[config.mk]
export PLATFORM = sky130hd
export DESIGN_NAME = calendar_date_counter_top
export DESIGN_NICKNAME = d
export VERILOG_FILES = /design/src/rtl/caldate_pkg.sv /design/src/rtl/caldate_leap.sv /design/src/rtl/caldate_step.sv /design/src/rtl/calendar_date_counter_top.sv
export SDC_FILE = /design/constraint.sdc
export NUM_CORES = 1
export LEC_CHECK = 0
export BUFFER_PORTS_ARGS = -buffer_cell sky130_fd_sc_hd__buf_2
export CAP_MARGIN = 20
export CORE_ASPECT_RATIO = 0.5
export CORE_MARGIN = 3
export CORE_UTILIZATION = 29
export CTS_CLUSTER_SIZE = 8
export DETAILED_ROUTE_END_ITERATION = 16
export GPL_TIMING_DRIVEN = 0
export PLACE_DENSITY_LB_ADDON = 0.12
export SLEW_MARGIN = 30
export SYNTH_ARGS = -nofsm -noshare
export SYNTH_HDL_FRONTEND = slang
export SYNTH_SLANG_ARGS = --single-unit
[constraint.sdc]
create_clock -name clk -period 7.5 [get_ports clk]
set_input_delay 0.375 -clock clk [delete_from_list [all_inputs] [get_ports clk]]
set_output_delay 0.375 -clock clk [all_outputs]
set_load 0.03 [all_outputs]
[src/rtl/caldate_pkg.sv]
`timescale 1ns / 1ps

package caldate_pkg;

  typedef struct packed {
    logic [4:0]  day;
    logic [3:0]  month;
    logic [15:0] year;
  } date_t;

  // Operations of the shared date step unit
  localparam logic [1:0] STEP_DAY   = 2'd0;
  localparam logic [1:0] STEP_MONTH = 2'd1;
  localparam logic [1:0] STEP_YEAR  = 2'd2;

  localparam logic [3:0]  MONTH_FEB    = 4'd2;
  localparam logic [3:0]  MONTH_DEC    = 4'd12;
  localparam logic [3:0]  MONTH_JAN    = 4'd1;
  localparam logic [4:0]  DAY_FIRST    = 5'd1;
  localparam logic [15:0] YEAR_RESET   = 16'd1900;
  localparam logic [15:0] MAX_ADD_DAYS = 16'd1023;

  // floor(y / 25) = (y * DIV25_MUL) >> DIV25_SHIFT for every 16-bit y
  localparam logic [17:0] DIV25_MUL   = 18'd167773;
  localparam int          DIV25_SHIFT = 22;
  localparam logic [4:0]  DIV25_DEN   = 5'd25;

  function automatic logic [4:0] month_days(input logic [3:0] month, input logic leap);
    logic [4:0] len;
    unique case (month)
      4'd2:                      len = leap ? 5'd29 : 5'd28;
      4'd4, 4'd6, 4'd9, 4'd11:   len = 5'd30;
      default:                   len = 5'd31;
    endcase
    return len;
  endfunction

endpackage

[src/rtl/caldate_leap.sv]
`timescale 1ns / 1ps

// Two-stage leap year check: multiply by the reciprocal of 25, then
// take the remainder and combine it with the low bits of the year.
module caldate_leap (
  input  logic        clk,
  input  logic [15:0] year,
  output logic        leap
);

  logic [33:0] prod;
  logic [15:0] year_s1;
  logic [11:0] quot;
  logic [16:0] diff;
  logic [4:0]  rem;
  logic        leap_next;

  always_ff @(posedge clk) begin
    prod    <= 34'(year) * 34'(caldate_pkg::DIV25_MUL);
    year_s1 <= year;
    leap    <= leap_next;
  end

  always_comb begin
    quot = 12'(prod >> caldate_pkg::DIV25_SHIFT);
    diff = {1'b0, year_s1} - 17'(quot * 17'(caldate_pkg::DIV25_DEN));
    rem  = diff[4:0];
    // divisible by 4 but not 100, or divisible by 400 (16 and 25)
    leap_next = ((year_s1[1:0] == 2'b00) && (rem != 5'd0)) ||
                ((year_s1[3:0] == 4'b0000) && (rem == 5'd0));
  end

endmodule

[src/rtl/caldate_step.sv]
`timescale 1ns / 1ps

// Shared date step unit: advance the date by one day, month or year.
module caldate_step (
  input  caldate_pkg::date_t date_in,
  input  logic               leap,
  input  logic [1:0]         op,
  output caldate_pkg::date_t date_out,
  output logic               year_changed
);

  logic [5:0]  day_inc;
  logic        day_roll;
  logic        month_roll;
  logic [3:0]  month_inc;
  logic [15:0] year_inc;

  always_comb begin
    day_inc    = {1'b0, date_in.day} + 6'd1;
    day_roll   = day_inc > {1'b0, caldate_pkg::month_days(date_in.month, leap)};
    month_roll = date_in.month >= caldate_pkg::MONTH_DEC;
    month_inc  = month_roll ? caldate_pkg::MONTH_JAN : date_in.month + 4'd1;
    year_inc   = date_in.year + 16'd1;

    date_out     = date_in;
    year_changed = 1'b0;
    unique case (op)
      caldate_pkg::STEP_DAY: begin
        if (day_roll) begin
          date_out.day   = caldate_pkg::DAY_FIRST;
          date_out.month = month_inc;
          if (month_roll) begin
            date_out.year = year_inc;
            year_changed  = 1'b1;
          end
        end else begin
          date_out.day = day_inc[4:0];
        end
      end
      caldate_pkg::STEP_MONTH: begin
        date_out.month = month_inc;
        if (month_roll) begin
          date_out.year = year_inc;
          year_changed  = 1'b1;
        end
      end
      caldate_pkg::STEP_YEAR: begin
        date_out.year = year_inc;
        year_changed  = 1'b1;
      end
      default: begin
        date_out = date_in;
      end
    endcase
  end

endmodule

[src/rtl/calendar_date_counter_top.sv]
`timescale 1ns / 1ps

// Gregorian calendar date counter.
// Slave channel s_*: one command request per handshake. s_tuser carries the
// action (set, next day, next month, next year, compare, add days), s_tdata
// the day, month and year arguments and the add count.
// Master channel m_*: one result per request, the stored date after the
// command and the compare flag (zero for every action but compare).
// Path through the sequencer: compare and unused actions go straight to the
// finish state, next day/month/year go through the step state, set waits in
// the argument state for the leap check on the set year, and add n days (n
// saturated at MAX_ADD_DAYS) walks one day per cycle through the shared step
// unit. Every step that changes the year stops in the leap state to rerun
// the two-stage leap check on the new year, which holds the walk meanwhile.
// One request is in flight at a time: s_tready is high only while the
// sequencer is idle, so a new request waits until the last one is finished.
// The result register parts the two channels: a new request is taken while
// the previous result still waits, and the sequencer holds its finished
// result until m_tready frees the register.
// Reset (rst, synchronous) loads 1 January 1900, clears any pending result
// and returns the sequencer to idle.
module calendar_date_counter_top (
  input  logic        clk,
  input  logic        rst,
  input  logic        s_tvalid,
  output logic        s_tready,
  input  logic [39:0] s_tdata,  // arg_day[4:0], arg_month[8:5], arg_year[24:9],
                                // add_count[34:25], zero[39:35]
  input  logic [2:0]  s_tuser,  // action[2:0]
  output logic        m_tvalid,
  input  logic        m_tready,
  output logic [31:0] m_tdata   // cur_day[4:0], cur_month[8:5], cur_year[24:9],
                                // dates_equal[25], zero[31:26]
);

  localparam logic [2:0] ACT_SET    = 3'd0;
  localparam logic [2:0] ACT_NDAY   = 3'd1;
  localparam logic [2:0] ACT_NMONTH = 3'd2;
  localparam logic [2:0] ACT_NYEAR  = 3'd3;
  localparam logic [2:0] ACT_CMP    = 3'd4;
  localparam logic [2:0] ACT_ADD    = 3'd5;

  localparam logic [2:0] S_IDLE   = 3'd0;
  localparam logic [2:0] S_STEP   = 3'd1;
  localparam logic [2:0] S_ARG    = 3'd2;
  localparam logic [2:0] S_LEAP   = 3'd3;
  localparam logic [2:0] S_FINISH = 3'd4;

  localparam logic [1:0] LEAP_WAIT = 2'd2;

  logic [2:0]         state;
  logic [1:0]         wait_cnt;
  logic [1:0]         cmd_op;
  logic [4:0]         cmd_day;
  logic [3:0]         cmd_month;
  logic [15:0]        cmd_year;
  logic [9:0]         cnt;
  logic               cmd_eq;
  caldate_pkg::date_t date;
  logic               leap_cur;

  caldate_pkg::date_t res_date;
  logic               res_eq;
  logic               res_valid;

  // request fields
  logic [2:0]  in_action;
  logic [4:0]  in_day;
  logic [3:0]  in_month;
  logic [15:0] in_year;
  logic [9:0]  in_count;
  logic [9:0]  sat_count;
  logic        accept;

  // shared units
  logic [15:0]        leap_year;
  logic               leap_out;
  caldate_pkg::date_t step_date;
  logic               step_year_changed;
  logic               arg_month_ok;
  logic               arg_day_ok;
  logic               res_free;

  assign in_action = s_tuser[2:0];
  assign in_day    = s_tdata[4:0];
  assign in_month  = s_tdata[8:5];
  assign in_year   = s_tdata[24:9];
  assign in_count  = s_tdata[34:25];

  assign s_tready = (state == S_IDLE);
  assign accept   = s_tvalid && s_tready;
  assign res_free = !res_valid || m_tready;

  // saturate the add count
  assign sat_count = ({6'b0, in_count} > caldate_pkg::MAX_ADD_DAYS) ?
                     caldate_pkg::MAX_ADD_DAYS[9:0] : in_count;

  // the leap check looks at the set argument, otherwise at the stored year
  assign leap_year = (state == S_ARG) ? cmd_year : date.year;

  caldate_leap u_leap (
    .clk  (clk),
    .year (leap_year),
    .leap (leap_out)
  );

  caldate_step u_step (
    .date_in      (date),
    .leap         (leap_cur),
    .op           (cmd_op),
    .date_out     (step_date),
    .year_changed (step_year_changed)
  );

  assign arg_month_ok = (cmd_month >= caldate_pkg::MONTH_JAN) &&
                        (cmd_month <= caldate_pkg::MONTH_DEC);
  assign arg_day_ok   = (cmd_day != 5'd0) &&
                        (cmd_day <= caldate_pkg::month_days(cmd_month, leap_out));

  // command latch
  always_ff @(posedge clk) begin
    if (accept) begin
      cmd_day   <= in_day;
      cmd_month <= in_month;
      cmd_year  <= in_year;
      cmd_eq    <= (in_action == ACT_CMP) && (in_day == date.day) &&
                   (in_month == date.month) && (in_year == date.year);
      unique case (in_action)
        ACT_NMONTH: cmd_op <= caldate_pkg::STEP_MONTH;
        ACT_NYEAR:  cmd_op <= caldate_pkg::STEP_YEAR;
        default:    cmd_op <= caldate_pkg::STEP_DAY;
      endcase
    end
  end

  // sequencer and date state
  always_ff @(posedge clk) begin
    if (rst) begin
      state      <= S_IDLE;
      wait_cnt   <= 2'd0;
      cnt        <= 10'd0;
      date.day   <= caldate_pkg::DAY_FIRST;
      date.month <= caldate_pkg::MONTH_JAN;
      date.year  <= caldate_pkg::YEAR_RESET;
      leap_cur   <= 1'b0;
    end else begin
      unique case (state)
        S_IDLE: begin
          wait_cnt <= 2'd0;
          if (accept) begin
            unique case (in_action)
              ACT_SET: begin
                state <= S_ARG;
              end
              ACT_NDAY, ACT_NMONTH, ACT_NYEAR: begin
                cnt   <= 10'd1;
                state <= S_STEP;
              end
              ACT_ADD: begin
                cnt   <= sat_count;
                state <= (sat_count != 10'd0) ? S_STEP : S_FINISH;
              end
              default: begin
                state <= S_FINISH;
              end
            endcase
          end
        end
        S_STEP: begin
          // advance one step, stop for a leap recheck when the year moves
          date     <= step_date;
          cnt      <= cnt - 10'd1;
          wait_cnt <= 2'd0;
          if (step_year_changed) begin
            state <= S_LEAP;
          end else if (cnt == 10'd1) begin
            state <= S_FINISH;
          end
        end
        S_ARG: begin
          wait_cnt <= wait_cnt + 2'd1;
          if (wait_cnt == LEAP_WAIT) begin
            if (arg_month_ok) begin
              date.month <= cmd_month;
              if (arg_day_ok) begin
                date.day  <= cmd_day;
                date.year <= cmd_year;
                leap_cur  <= leap_out;
              end
            end
            state <= S_FINISH;
          end
        end
        S_LEAP: begin
          wait_cnt <= wait_cnt + 2'd1;
          if (wait_cnt == LEAP_WAIT) begin
            leap_cur <= leap_out;
            state    <= (cnt != 10'd0) ? S_STEP : S_FINISH;
          end
        end
        S_FINISH: begin
          // hold until the result register is free
          if (res_free) begin
            state <= S_IDLE;
          end
        end
        default: begin
          state <= S_IDLE;
        end
      endcase
    end
  end

  // result register
  always_ff @(posedge clk) begin
    if (rst) begin
      res_valid <= 1'b0;
    end else if (state == S_FINISH && res_free) begin
      res_valid <= 1'b1;
    end else if (m_tready) begin
      res_valid <= 1'b0;
    end
  end

  always_ff @(posedge clk) begin
    if (state == S_FINISH && res_free) begin
      res_date <= date;
      res_eq   <= cmd_eq;
    end
  end

  assign m_tvalid = res_valid;
  assign m_tdata  = {6'b0, res_eq, res_date.year, res_date.month, res_date.day};

`ifndef NO_ASSERTIONS
  a_busy_after_accept: assert property (@(posedge clk) disable iff (rst)
    (s_tvalid && s_tready) |=> !s_tready)
    else $error("request accepted while a command is in flight");

  a_month_range: assert property (@(posedge clk) disable iff (rst)
    (date.month >= caldate_pkg::MONTH_JAN) && (date.month <= caldate_pkg::MONTH_DEC))
    else $error("stored month out of range");

  a_day_nonzero: assert property (@(posedge clk) disable iff (rst)
    date.day != 5'd0)
    else $error("stored day is zero");

  a_leap_fresh: assert property (@(posedge clk) disable iff (rst)
    (state == S_IDLE && date.year[1:0] != 2'b00) |-> !leap_cur)
    else $error("stale leap flag for the stored year");

  a_finish_loads: assert property (@(posedge clk) disable iff (rst)
    (state == S_FINISH && res_free) |=> m_tvalid)
    else $error("finished command did not present a result");
`endif

endmodule

# ---- After elaboration in Yosys (flattened, before gate mapping)
# Index checks and enable logic that the tools add are counted.
# W data, S select, Z words.
dict set report classes {
  order_cmp 5
  n_reduce_logical 38
  n_mul 2
  addsub 6
  muxes 42
  eq_ne 38
}
# cell count
set op_table {}
lappend op_table {{$mux W25} 2}
lappend op_table {{$pmux W25 S2} 1}
lappend op_table {{$mux W16} 3}
lappend op_table {{$pmux W16 S3} 1}
lappend op_table {{$pmux W10 S2} 2}
lappend op_table {{$mul A16 B18 Y34 const B} 1}
lappend op_table {{$mux W3} 8}
lappend op_table {{$mux W20} 1}
lappend op_table {{$reduce_and A5 Y1} 4}
lappend op_table {{$reduce_bool A10 Y1} 2}
lappend op_table {{$add A16 B1 Y16 const B} 1}
lappend op_table {{$eq A16 B16 Y1} 1}
lappend op_table {{$eq A4 B3 Y1 const B} 4}
lappend op_table {{$eq A4 B4 Y1 const B} 4}
lappend op_table {{$mux W5} 3}
lappend op_table {{$pmux W3 S5} 1}
lappend op_table {{$eq A3 B2 Y1 const B} 4}
lappend op_table {{$mul A12 B5 Y5 const B} 1}
lappend op_table {{$pmux W2 S2} 3}
lappend op_table {{$eq A10 B1 Y1 const B} 1}
lappend op_table {{$mux W1} 10}
lappend op_table {{$mux W10} 1}
lappend op_table {{$pmux W5 S2} 1}
lappend op_table {{$reduce_bool A2 Y1} 5}
lappend op_table {{41 further kinds} 66}
dict set report totals {
  out_inout_bits 34
  regBits 136
}

# ---- Logic depth before layout (Yosys ltp)
dict set report logic_depth {
  depth_word 9
  mapped_depth 26
  mapped_depth_nobuf 23
}

# ---- Hierarchy
# A second synthesis with hierarchy kept.
dict set report hier_totals {
  cells_unflattened 1051
  area_unflattened_um2 10281.1
}
# module seq_area_each_um2 instances area_each_um2 cells_per_inst
set modules_own_cells {}
lappend modules_own_cells {caldate_leap 220.2 1 5002.3 504}
lappend modules_own_cells {calendar_date_counter_top 2462.4 1 4471.8 425}
lappend modules_own_cells {caldate_step 0.0 1 807.0 122}

# ---- Worst setup path after synthesis
# Ideal clock, no wire load.
dict set report synth_path {
  path_type {register to register}
  startpoint {register state[2]}
  endpoint {register u_leap.prod[25]}
  period_less_slack_ns 6.485
  setup_time_ns 0.120
  stages_incl_launch_ff 25
  arrival_time_ns 6.366
  required_ns 7.380
  path_buffers 4
  slack_ns 1.015
  cell_sequence {dfxtp_1 -> buf_6 -> or3b_4 -> buf_6 -> clkbuf_1 -> buf_1 -> a21oi_1 -> inv_1 -> fa_1 -> fa_1 -> fa_1 -> inv_1 -> fa_1 -> inv_1 -> fa_1 -> inv_1 -> fa_1 -> inv_1 -> ha_1 -> a21o_1 -> a21oi_1 -> o221ai_1 -> a211oi_1 -> o21ai_0 -> a211o_1}
}
dict set report synth_between {
  elab_chain_cells 3
}
# element line
set synth_rtl {}
lappend synth_rtl {{start: declaration} calendar_date_counter_top.sv:51} ;# logic [2:0] state;
lappend synth_rtl {{start signal: assignment} calendar_date_counter_top.sv:161} ;# state <= (sat_count != 10'd0) ? S_STEP : S_FINISH;
lappend synth_rtl {{start signal: assignment} calendar_date_counter_top.sv:198} ;# state <= (cnt != 10'd0) ? S_STEP : S_FINISH;
lappend synth_rtl {{$eq A3 B2 Y1} calendar_date_counter_top.sv:99} ;# assign leap_year = (state == S_ARG) ? cmd_year : date.year;
lappend synth_rtl {{$mux W16} calendar_date_counter_top.sv:99}
lappend synth_rtl {{named net leap_year[1]} calendar_date_counter_top.sv:76} ;# logic [15:0] leap_year;
lappend synth_rtl {{$mul A16 B18 Y34} caldate_leap.sv:19} ;# prod <= 34'(year) * 34'(caldate_pkg::DIV25_MUL);
lappend synth_rtl {{end signal: assignment} caldate_leap.sv:19}
lappend synth_rtl {{end: declaration} caldate_leap.sv:11} ;# logic [33:0] prod;
# The timed path passes the listed nets, and every way through them passes these cells.
# A chain may end at the register's enable or synchronous reset.

# ---- Worst setup path in the final report
dict set report layout_path {
  startpoint {register state[1]}
  endpoint {register u_leap.prod[25]}
}
# Same word-level chain as after synthesis.

==> reports/results.txt <==
Wires add up to 28.9 mm. The detailed router placed 7678 vias in this run. The worst setup path is of the reg -> reg kind. The tools report the number of nets in the finished design as 1410. In this run the tightest slew margin relative to its limit is 48.9%. For the final clock skew, the log shows 11.5 ps.

The worst setup path is captured at a flip-flop. The clock passes through at most 2 buffers. Global routing used 15.7% of the available tracks across all layers.

The most used flip-flop cell after synthesis is sky130_fd_sc_hd__edfxtp_1. Max-cap violations in this run came to 0. The part of the Yosys area used for sequential elements was 26.2%.

In the finished design, the share of the clock period the worst path needs comes to 95.2%. The logs give 0 ps for the setup TNS and 360 ps for the later-pin clock latency in the skew report. The count of warnings emitted by yosys was 0; the peak fanout along the critical path was 10. Input and output buffers added on the ports amount to 68.

The synthesized netlist occupies a cell area of 0.0102 mm^2. The area growth from synthesis to layout is 13.0%. Yosys mapped a number of flops with a built-in enable equal to 54.

The logs give 0 for the number of inserted diodes and 0 for the antenna violation net count after detailed routing. The final number of hold-violating endpoints is 0, and the compound-cell area share of the yosys netlist is 12.7%. Detailed routing placed a total of 13.6 mm of wire on met2. The worst hold path begins at s_tdata[5]. For this run, design rule violations remaining after detail routing come to 0. The HPWL after detailed placement came out at 23.9 mm. In this run the number of H-tree levels came out at 3. The tools report the critical path startpoint as state[1]. The run finished with clean final reports. Clock tree synthesis selected as its root buffer the cell sky130_fd_sc_hd__clkbuf_16. Clock-pin slew was measured on the worst setup and hold paths at 80 ps.

For the count of endpoints failing setup in the final report, the log shows 0. For the count of clock tree sinks, the log shows 107. In this run the count of I/O pins placed on the die edge is 81. In this run the worst hold path is classified as in -> reg. Cell count after synthesis: 1054. Entering global routing, the biggest net connects 25 pins.

The synthesized netlist contains 79 unique library cells. The register bit total from synthesis came out at 107. After detailed routing, the average wire length per cell comes to 17.9 um. The startpoint of the worst register-to-register path was state[1]. TritonCTS built the clock tree. Setup repair after global routing left no endpoint under its margin.

Starting density of the core: 30.2%. The detailed router finished its first iteration with 503 violations. The fraction of synthesized area in multiplexers was 1.40%; the die outline width was 272 um.

Counting I/O delays and the setup requirement, the final critical path takes 7140 ps. For the die area, the log shows 0.0378 mm^2. The pre-antenna-repair detailed-routing pass consisted of 6 iterations. Dividing the synthesized area by the synthesized cell count gives 9.72 um^2. The die height was 139 um; the timing-limited maximum frequency was 0.140 GHz. After synthesis, the largest family of logic cells by area is adder cells.

At the end of routability-driven placement, the weighted congestion stood at 0.851. Buffers inserted during clock tree synthesis total 9. The tools report the total global routing overflow as 0. Highest layer used for signal routing: met4. The element type at the critical path start is a flip-flop.

The data arrival time at the worst-slack endpoint is 7360 ps. The run gives 13.9 mm as the met1 layer wirelength in the final routing. The number of antenna violations at the first check in global routing was 0; the via count normalized by instance count was 4.77. The data required time of the worst path was 7720 ps; the xor/xnor cell area share of the yosys netlist was 4.61%.

Of the total synthesized cell area, the portion taken by AND, OR, NAND and NOR gates is 12.1%. Wire segments on met3 add up to 853 um in the final route. Number of pins with negative max-slew slack in the final report: 0. The post-route netlist has 12.4% of its cells at a drive strength greater than 1. After synthesis, the share of flip-flops with an asynchronous set or reset is 0%. For the pin with the worst max-slew slack, the measured transition is 767 ps.

The tools report the number of global-route vias before repair as 7977. The first global-routing pass estimated 46.3 mm of wire. The core area was 0.0339 mm^2; the row count was 47.

The post-synthesis adder-cell area fraction was 34.2%.
[cells by family after synthesis]
kind of cell,after synthesis
AOI/OAI and AO/OA,186
xor gates and xnor gates,54
adders and majority gates,223
buffers and inverters,223
DFF,107
muxes,14
other,1
and+or+nand+nor,246
[worst max-delay path: stages (launching register included)]
cell	delay (ps)
sky130_fd_sc_hd__dfxtp_1	350
sky130_fd_sc_hd__buf_2	230
sky130_fd_sc_hd__nor3b_4	240
sky130_fd_sc_hd__clkbuf_4	280
sky130_fd_sc_hd__buf_4	270
sky130_fd_sc_hd__mux2i_2	340
sky130_fd_sc_hd__inv_1	230
sky130_fd_sc_hd__fa_1	630
sky130_fd_sc_hd__fa_1	470
sky130_fd_sc_hd__fa_1	520
sky130_fd_sc_hd__inv_1	50
sky130_fd_sc_hd__fa_1	480
sky130_fd_sc_hd__inv_1	60
sky130_fd_sc_hd__fa_1	540
sky130_fd_sc_hd__inv_1	60
sky130_fd_sc_hd__fa_1	530
sky130_fd_sc_hd__inv_1	50
sky130_fd_sc_hd__ha_1	320
sky130_fd_sc_hd__a21o_1	190
sky130_fd_sc_hd__a21oi_1	140
sky130_fd_sc_hd__o221ai_1	200
sky130_fd_sc_hd__a211oi_2	290
sky130_fd_sc_hd__o21ai_0	150
sky130_fd_sc_hd__a211o_1	360
[per-layer routing]
| layer | vias up | GRT usage, % |
|---|---|---|
| li1 | 3747 | - |
| met1 | 3769 | 21.8 |
| met2 | 134 | 26.0 |
| met3 | 28 | 1.78 |
| met4 | 0 | 4.06 |
| met5 | - | 0 |
[per-stage QoR]
step	utilization (%)	cells	setup slack (ps)	hold slack (ps)	instance area [um^2]
after floorplan	-	1059	1010	400	10300
after global placement	33.0	1592	-641	404	11200
after detailed placement	33.1	1594	-543	412	11200
after CTS	34.1	1609	6.17	198	11600
after global routing	34.1	1610	12.5	201	11600
final	34.1	1610	361	213	11600
[sequential cells by signal (all words and copies together), names as in the netlist]
name	cells
m_tdata	25
u_leap.leap	1
date	25
wait_cnt	2
leap_cur	1
u_leap.prod	7
res_eq	1
m_tvalid	1
cmd_month	4
cmd_day	5
state	3
cmd_year	16
cnt	10
cmd_eq	1
u_leap.year_s1	3
cmd_op	2
[final cells by class]
class / instances / area, um^2
Sequential cell: 107 / 2680
Fill cell: 3530 / 22400
Tap cell: 465 / 582
Clock inverter: 6 / 56.3
Timing Repair Buffer: 71 / 395
Multi-Input combinational cell: 729 / 6720
Clock buffer: 10 / 239
Buffer: 39 / 220
Inverter: 183 / 687
[path summary, 6_finish.rpt]
| kind | end | slack (ps) | cells past startpoint |
|---|---|---|---|
| setup reg to reg | u_leap.prod[25] | 360 | 23 |
| setup / recovery | u_leap.prod[25] | 360 | 23 |
| hold reg to reg | res_eq | 430 | 0 |
| hold / removal | cmd_month[0] | 210 | 1 |
[layout by cell type, fill, tap and decap left out, drive strengths merged, types with 8 or more instances in the layout]
cell    instances
a211oi         12
a21o           16
a21oi          59
a31oi          11
and2            9
buf            91
clkbuf         29
dfxtp          53
edfxtp         54
fa             95
ha            128
inv           186
mux2i          11
nand2          75
nand2b          8
nand3          24
nand4          11
nor2           48
nor3           17
nor4           13
o21ai          29
xnor2          30
xor2           24
[repair_timing]
item | CTS | global route
hold buffers | 0 | 0
endpoints found under the setup margin | 5 | 4
pin swaps | 1 | 0
gates resized for setup | 6 | 5
setup buffers | 0 | 1
[Yosys cell counts (17+ instances only)]
master | number | area share, %
sky130_fd_sc_hd__inv_1 | 182 | 6.7
sky130_fd_sc_hd__ha_1 | 128 | 16
sky130_fd_sc_hd__fa_1 | 95 | 19
sky130_fd_sc_hd__nand2_1 | 74 | 2.7
sky130_fd_sc_hd__a21oi_1 | 58 | 2.8
sky130_fd_sc_hd__edfxtp_1 | 54 | 16
sky130_fd_sc_hd__dfxtp_1 | 53 | 10
sky130_fd_sc_hd__nor2_1 | 48 | 1.8
sky130_fd_sc_hd__xnor2_1 | 30 | 2.6
sky130_fd_sc_hd__o21ai_0 | 25 | 1.2
sky130_fd_sc_hd__xor2_1 | 24 | 2.1
sky130_fd_sc_hd__nand3_1 | 23 | 1.1
sky130_fd_sc_hd__clkbuf_1 | 18 | 0.66
sky130_fd_sc_hd__nor3_1 | 17 | 0.83
Power is not shown: default switching activity piles up to over one toggle a cycle in this logic, so the estimate is an artifact.
